<file path="config.mk">
export PLATFORM = sky130hd
export DESIGN_NAME = led_matrix_line_scanner
export DESIGN_NICKNAME = d
export VERILOG_FILES = /design/src/lmls_pkg.sv /design/src/lmls_frame_store.sv /design/src/led_matrix_line_scanner.sv
export SDC_FILE = /design/constraint.sdc
export NUM_CORES = 2
export LEC_CHECK = 0
export BUFFER_PORTS_ARGS = -buffer_cell sky130_fd_sc_hd__buf_2
export CAP_MARGIN = 15
export CORE_ASPECT_RATIO = 0.9
export CORE_UTILIZATION = 45
export CTS_CLUSTER_DIAMETER = 50
export DETAILED_ROUTE_END_ITERATION = 8
export SYNTH_ARGS = -nofsm -noshare
export SYNTH_HDL_FRONTEND = slang
export SYNTH_SLANG_ARGS = --single-unit
export TNS_END_PERCENT = 20
</file>
<file path="constraint.sdc">
create_clock -name clk -period 6.2 [get_ports clk]
set_clock_uncertainty 0.2 [all_clocks]
set_input_delay 1.24 -clock clk [delete_from_list [all_inputs] [get_ports clk]]
set_output_delay 1.24 -clock clk [all_outputs]
set_load 0.05 [all_outputs]
</file>
<file path="src/lmls_pkg.sv">
package lmls_pkg;

  // Matrix geometry
  localparam int MATRIX_COLUMNS = 8;
  localparam int MATRIX_ROWS    = 8;
  localparam int PIXELS         = MATRIX_COLUMNS * MATRIX_ROWS;
  localparam int PIX_AW         = (PIXELS > 1) ? $clog2(PIXELS) : 1;

  // Rows carried by a refresh: the row field is 3 bits wide
  localparam int ROWS_SENT = (MATRIX_ROWS < 8) ? MATRIX_ROWS : 8;
  localparam logic [2:0] ROW_LAST = 3'(ROWS_SENT - 1);

  // Init sequence: 18 bytes of ones fill the 144-bit correction bank
  localparam int INIT_BYTES = 18;
  localparam logic [4:0] INIT_LAST = 5'(INIT_BYTES - 1);
  localparam logic [7:0] ALL_ONES = 8'hFF;

  // Request codes
  localparam logic [1:0] REQ_SET_PIXEL = 2'd0;
  localparam logic [1:0] REQ_REFRESH   = 2'd1;
  localparam logic [1:0] REQ_INIT      = 2'd2;

  // Result kinds
  localparam logic [1:0] KIND_DATA  = 2'd0;
  localparam logic [1:0] KIND_LATCH = 2'd1;
  localparam logic [1:0] KIND_BANK  = 2'd2;

  // Color slot within a pixel word {red, green, blue}
  localparam logic [1:0] COMP_BLUE  = 2'd0;
  localparam logic [1:0] COMP_GREEN = 2'd1;
  localparam logic [1:0] COMP_RED   = 2'd2;

  typedef enum logic [2:0] {
    S_IDLE,
    S_REFRESH,
    S_LATCH,
    S_INIT,
    S_BANK
  } state_t;

  // Frame store write transaction
  typedef struct packed {
    logic              en;
    logic [PIX_AW-1:0] addr;
    logic [23:0]       data;
  } wr_req_t;

  // Frame store read transaction
  typedef struct packed {
    logic              en;
    logic [PIX_AW-1:0] addr;
  } rd_req_t;

  // Pixel word address: column-major, one word per pixel
  function automatic logic [PIX_AW-1:0] pix_addr(logic [2:0] col, logic [2:0] row);
    logic [PIX_AW+7:0] full;
    full = (PIX_AW + 8)'(col) * (PIX_AW + 8)'(MATRIX_ROWS) + (PIX_AW + 8)'(row);
    return full[PIX_AW-1:0];
  endfunction

  function automatic logic col_in_range(logic [2:0] col);
    return 32'(col) < 32'(MATRIX_COLUMNS);
  endfunction

  function automatic logic row_in_range(logic [2:0] row);
    return 32'(row) < 32'(MATRIX_ROWS);
  endfunction

endpackage

</file>
<file path="src/lmls_frame_store.sv">
module lmls_frame_store
  import lmls_pkg::*;
(
  input  logic        clk,
  input  logic        rst,
  input  wr_req_t     wr,
  input  rd_req_t     rd,
  output logic [23:0] rd_pixel
);

  logic [23:0]       mem [PIXELS];
  logic [PIXELS-1:0] written;
  logic [23:0]       rd_data;
  logic              rd_hit;

  // Pixel memory, one 24-bit word per pixel
  always_ff @(posedge clk) begin
    if (wr.en) begin
      mem[wr.addr] <= wr.data;
    end
  end

  // Registered read port
  always_ff @(posedge clk) begin
    if (rd.en) begin
      rd_data <= mem[rd.addr];
    end
  end

  // Per-pixel written flags give the cleared frame after reset
  always_ff @(posedge clk) begin
    if (rst) begin
      written <= '0;
      rd_hit  <= 1'b0;
    end else begin
      if (wr.en) begin
        written[wr.addr] <= 1'b1;
      end
      if (rd.en) begin
        rd_hit <= written[rd.addr];
      end
    end
  end

  assign rd_pixel = rd_hit ? rd_data : 24'd0;

endmodule

</file>
<file path="src/led_matrix_line_scanner.sv">
// Line scanner for an 8x8 RGB LED matrix behind a constant-current
// shift-register driver.
//
// Requests: start with req_type, x, y, red, green, blue; a transaction is
// taken on a rising edge with start high and busy low.
//   set pixel : writes the pixel word, no result, busy stays low.
//   refresh   : 25 results on consecutive cycles starting the cycle after
//               the request (24 bytes blue/green/red for rows 0..7, then the
//               latch with the one-hot row enable); busy through the latch.
//   init      : 19 results starting the cycle after the request (18 bytes
//               of ones, then the bank switch); busy through the bank switch.
// Results: strobe marks each result for exactly one cycle; last marks the
// final one. The receiver cannot hold results off, so no stall exists.
// Rate: one result per cycle, set by the single result port; the frame store
// read for the next row is issued while the current row's three bytes go out.
// Reset: clears the frame store through per-pixel written flags, deselects
// the level bank and asserts the driver reset flag; no clearing pass needed.
module led_matrix_line_scanner
  import lmls_pkg::*;
(
  input  logic       clk,
  input  logic       rst,
  input  logic       start,
  output logic       busy,
  input  logic [1:0] req_type,
  input  logic [2:0] x,
  input  logic [2:0] y,
  input  logic [7:0] red,
  input  logic [7:0] green,
  input  logic [7:0] blue,
  output logic       strobe,
  output logic [1:0] kind,
  output logic [7:0] serial_byte,
  output logic [7:0] row_enable,
  output logic       bank_select,
  output logic       driver_reset_released,
  output logic       last
);

  state_t      state, state_next;
  logic [2:0]  row, row_next;
  logic [1:0]  comp, comp_next;
  logic [4:0]  init_cnt, init_cnt_next;
  logic [2:0]  col, col_next;
  logic        col_ok, col_ok_next;
  logic        level_bank, level_bank_next;
  logic        released, released_next;
  logic        accept;
  wr_req_t     wr;
  rd_req_t     rd;
  logic [23:0] rd_pixel;

  assign accept = start && !busy;
  assign busy   = (state != S_IDLE);

  lmls_frame_store u_store (
    .clk      (clk),
    .rst      (rst),
    .wr       (wr),
    .rd       (rd),
    .rd_pixel (rd_pixel)
  );

  // Set-pixel write
  always_comb begin
    wr.en   = accept && (req_type == REQ_SET_PIXEL) && col_in_range(x) && row_in_range(y);
    wr.addr = pix_addr(x, y);
    wr.data = {red, green, blue};
  end

  // Control registers
  always_ff @(posedge clk) begin
    if (rst) begin
      state      <= S_IDLE;
      row        <= '0;
      comp       <= COMP_BLUE;
      init_cnt   <= '0;
      col        <= '0;
      col_ok     <= 1'b0;
      level_bank <= 1'b0;
      released   <= 1'b0;
    end else begin
      state      <= state_next;
      row        <= row_next;
      comp       <= comp_next;
      init_cnt   <= init_cnt_next;
      col        <= col_next;
      col_ok     <= col_ok_next;
      level_bank <= level_bank_next;
      released   <= released_next;
    end
  end

  // Sequencer: next state, store reads and result fields
  always_comb begin
    state_next            = state;
    row_next              = row;
    comp_next             = comp;
    init_cnt_next         = init_cnt;
    col_next              = col;
    col_ok_next           = col_ok;
    level_bank_next       = level_bank;
    released_next         = released;
    rd.en                 = 1'b0;
    rd.addr               = pix_addr(col, row + 3'd1);
    strobe                = 1'b0;
    kind                  = KIND_DATA;
    serial_byte           = 8'd0;
    row_enable            = 8'd0;
    bank_select           = level_bank;
    driver_reset_released = released;
    last                  = 1'b0;

    unique case (state)
      S_IDLE: begin
        if (accept && req_type == REQ_REFRESH) begin
          col_next    = x;
          col_ok_next = col_in_range(x);
          row_next    = 3'd0;
          comp_next   = COMP_BLUE;
          rd.en       = 1'b1;
          rd.addr     = pix_addr(x, 3'd0);
          state_next  = S_REFRESH;
        end else if (accept && req_type == REQ_INIT) begin
          released_next   = 1'b1;
          level_bank_next = 1'b0;
          init_cnt_next   = 5'd0;
          state_next      = S_INIT;
        end
      end

      S_REFRESH: begin
        strobe = 1'b1;
        if (col_ok) begin
          case (comp)
            COMP_BLUE:  serial_byte = rd_pixel[7:0];
            COMP_GREEN: serial_byte = rd_pixel[15:8];
            COMP_RED:   serial_byte = rd_pixel[23:16];
            default:    serial_byte = 8'd0;
          endcase
        end
        if (comp == COMP_RED) begin
          comp_next = COMP_BLUE;
          if (row == ROW_LAST) begin
            state_next = S_LATCH;
          end else begin
            row_next = row + 3'd1;
            rd.en    = 1'b1;
          end
        end else begin
          comp_next = comp + 2'd1;
        end
      end

      S_LATCH: begin
        strobe     = 1'b1;
        kind       = KIND_LATCH;
        row_enable = col_ok ? (8'd1 << col) : 8'd0;
        last       = 1'b1;
        state_next = S_IDLE;
      end

      S_INIT: begin
        strobe      = 1'b1;
        serial_byte = ALL_ONES;
        if (init_cnt == INIT_LAST) begin
          state_next = S_BANK;
        end else begin
          init_cnt_next = init_cnt + 5'd1;
        end
      end

      S_BANK: begin
        strobe          = 1'b1;
        kind            = KIND_BANK;
        bank_select     = 1'b1;
        last            = 1'b1;
        level_bank_next = 1'b1;
        state_next      = S_IDLE;
      end

      default: state_next = S_IDLE;
    endcase
  end

  // Checks
  a_last_frees: assert property (@(posedge clk) disable iff (rst)
    strobe && last |=> !busy)
    else $error("block still busy after final result");

  a_row_onehot: assert property (@(posedge clk) disable iff (rst)
    $onehot0(row_enable))
    else $error("row enable not one-hot");

  a_refresh_starts: assert property (@(posedge clk) disable iff (rst)
    accept && (req_type == REQ_REFRESH || req_type == REQ_INIT) |=> strobe)
    else $error("first result missing after request");

  a_idle_quiet: assert property (@(posedge clk) disable iff (rst)
    !busy |-> !strobe)
    else $error("result while idle");

endmodule
</file>
==> impl_metrics.toml <==
[run_status]
status = "complete, no violations"

[grt]
gr-total-overflow = 0
track_usage_pct = 26.2
antenna_found_initial = 7
grt_first_pass_wirelength_um = 276000
grt_max_degree = 120
grt_pass1_vias = 37500

[timing]
drv_slew = 0
min_period_ns = 5.20
fmax_mhz = 192
period_share_pct = 83.9
setup_tns_ns = 0
slew-limit-headroom_pct = 21.7
hold_viol_final = 0
rsz0062_at_grt = "no"
setup_ws_ns = 1.00
setup_viol_count_final = 0
tightest_slew_ns = 1.17

[detailed_routing]
routed_wirelength_um = 194000
vias = 40100
via_per_inst = 6.18
drt_first_pass_iters = 6
wl_per_cell_um = 29.9
drt-initial-drc-count = 5352
drc_errors = 0
detail-route-antenna-nets = 0

[placement]
hpwlAfterDp_um = 110000
pre_cts_slack_ns = 0.647
port_buffers = 57
gp_congestion = 0.923
dpl-instance-area_um2 = 68400
dp.cells = 6160

[worst_setup_path]
cp-start-kind = "flip-flop"
arrival_ns = 3.76
critical_path.max_fanout = 8
cp-end-kind = "output pin"
cp.required_ns = 4.76
crit_type = "reg -> out"

[cells_and_area]
stdcell_area_um2 = 73800
drive_gt1_share_pct = 15.1
syn_to_final_growth_pct = 13.4
finalNonFillerCells = 6479
nets = 4512
finish.utilization_pct = 51.7

[pwr]
irDropWorstVdd_mv = 0.304
comb_power_share_pct = 7.2
leakage_nw = 23.0
pwr-share-seq_pct = 51.2
power_frac_clock_pct = 41.6
cell_internal_pwr_mw = 18.3
netSwitchingFraction_pct = 23.6
switchingPower_mw = 5.63
p_per_area_nw_per_um2 = 324

[synth]
ys_ff_latch = 1644
ys_seq_area_share_pct = 74.6
synthTopCellsByArea = "edfxtp_1, mux2i_1, nand2_1"
synth-async-reset-ratio_pct = 0
synthCells = 4339
yosys-top-cells-count = "edfxtp_1, nand2_1, nor2_1"
synth_fp_nets = 4378
synth-edff-count = 1560
synth_most_common_cell = "edfxtp_1"
synth_top_area_cell = "edfxtp_1"
avgSynthCellArea_um2 = 15.0
synth_area_um2 = 65100
synth_cell_types = 72
yosys_warnings = 0
yosys.area.top_type_share_pct = 72.0
synth_ff_type = "edfxtp_1"

[clock_tree]
clk_latency_ns = 0.82
cts_max_level = 4
postCtsHoldBufs = 0
cts_setup_buffers = 0
clock_sinks = 1644
cts_tree = "built"
clk_pin_slew_worst_paths_ns = 0.06
cts_resized = 0
clock_path_buffers = 3
cts_root_buf = "clkbuf_16"
cts-buffers-inserted = 171

[floorplan]
row_count = 131
core_um2 = 143000
die_area_um2 = 146000
die-width_um = 403
initial_core_util_pct = 45.6
io-pin-count = 58
die_h_um = 363

[worst_hold_path]
hold_path.class = "reg -> reg"

[job]
maxCapViolCount = 0
==> metrics by stage <==
| step | total power, mW | hold WS (ns) |
|---|---|---|
| 2_1_floorplan | 13.3 | 0.229 |
| 3_3_place_gp | 14.1 | 0.243 |
| 3_5_place_dp | 14.1 | 0.247 |
| 4_1_cts | 24.0 | 0.263 |
| 5_1_grt | 24.5 | 0.283 |
| 6_report | 23.9 | 0.261 |
==> cell type report <==
type	instances	area (µm²)
sequential	1644	48500
inverter	13	50.0
timing repair buffer	266	2050
fill	11700	68800
clock buffer	241	4720
tap	1862	2330
clock inverter	74	669
multi-input combinational	2377	15400
antenna	2	5.00
==> power groups by stage <==
stage	Combinational, mW	Clock, mW	Sequential (mW)
after floorplan	0.815	0	12.5
after global placement	1.66	0	12.5
after detailed placement	1.68	0	12.5
after CTS	1.69	10.1	12.2
after global routing	1.79	10.5	12.2
final	1.72	9.93	12.2
==> critical path, cell delays in order (launching register included) <==
cell	delay, ns
dfxtp_1	0.43
nor3b_1	0.77
nand4_1	0.55
o21ai_0	0.67
buf_4	0.26
buf_2	0.27
==> logic make-up after synthesis <==
logic type	synth area share, %
AOI/OAI and AO/OA	9.05
xor gates and xnor gates	0.0808
adders and majority gates	0.0769
buffers and inverters	2.18
DFF	74.6
muxes	6.00
and+or+nand+nor	8.02
==> cells in the final DEF, fill, tap and decap left out, drive strengths merged, types with 4 or more instances in the layout <==
master	n
mux2	53
mux2i	211
nor3	39
o21ai	119
mux4	53
dfxtp	84
o32ai	22
ha	4
clkinv	56
inv	21
o211ai	27
nor2b	5
o221ai	80
nand2b	50
a211oi	24
edfxtp	1560
o311ai	22
clkbuf	241
o2111ai	25
nor3b	4
buf	262
or3	24
a2111oi	70
nand3b	8
o31a	25
a21oi	204
o2bb2ai	23
and3	53
xor2	4
o22ai	118
a31oi	52
nor2	265
a22o	24
or2	4
nand4	28
bufinv	7
a311oi	5
nand2	546
nand3	148
==> routing by layer <==
layer	routed length (µm)	vias up	track usage, %
li1	-	17200	-
met1	81600	20500	38.1
met2	86100	2083	38.8
met3	19500	286	5.66
met4	6270	8	9.24
met5	62	-	0
==> state kept, by name, indices dropped and copies added (netlist names) <==
| register | cells |
|---|---|
| u_store.mem | 1536 |
| u_store.written | 64 |
| u_store.rd_data | 24 |
| init_cnt | 5 |
| col | 3 |
| row | 3 |
| state | 3 |
| comp | 2 |
| col_ok | 1 |
| driver_reset_released | 1 |
| level_bank | 1 |
| u_store.rd_hit | 1 |
==> final timing paths <==
| check | slack [ns] | cells after the start | startpoint | endpoint |
|---|---|---|---|---|
| setup reg to reg | 1.39 | 9 | row[0] | u_store.rd_data[17] |
| hold reg to reg | 0.26 | 2 | u_store.written[4] | u_store.written[4] |
| setup / recovery | 1.00 | 5 | state[0] | serial_byte[6] |
| hold / removal | 0.26 | 2 | u_store.written[4] | u_store.written[4] |
Power figures use the tool's default switching activity.
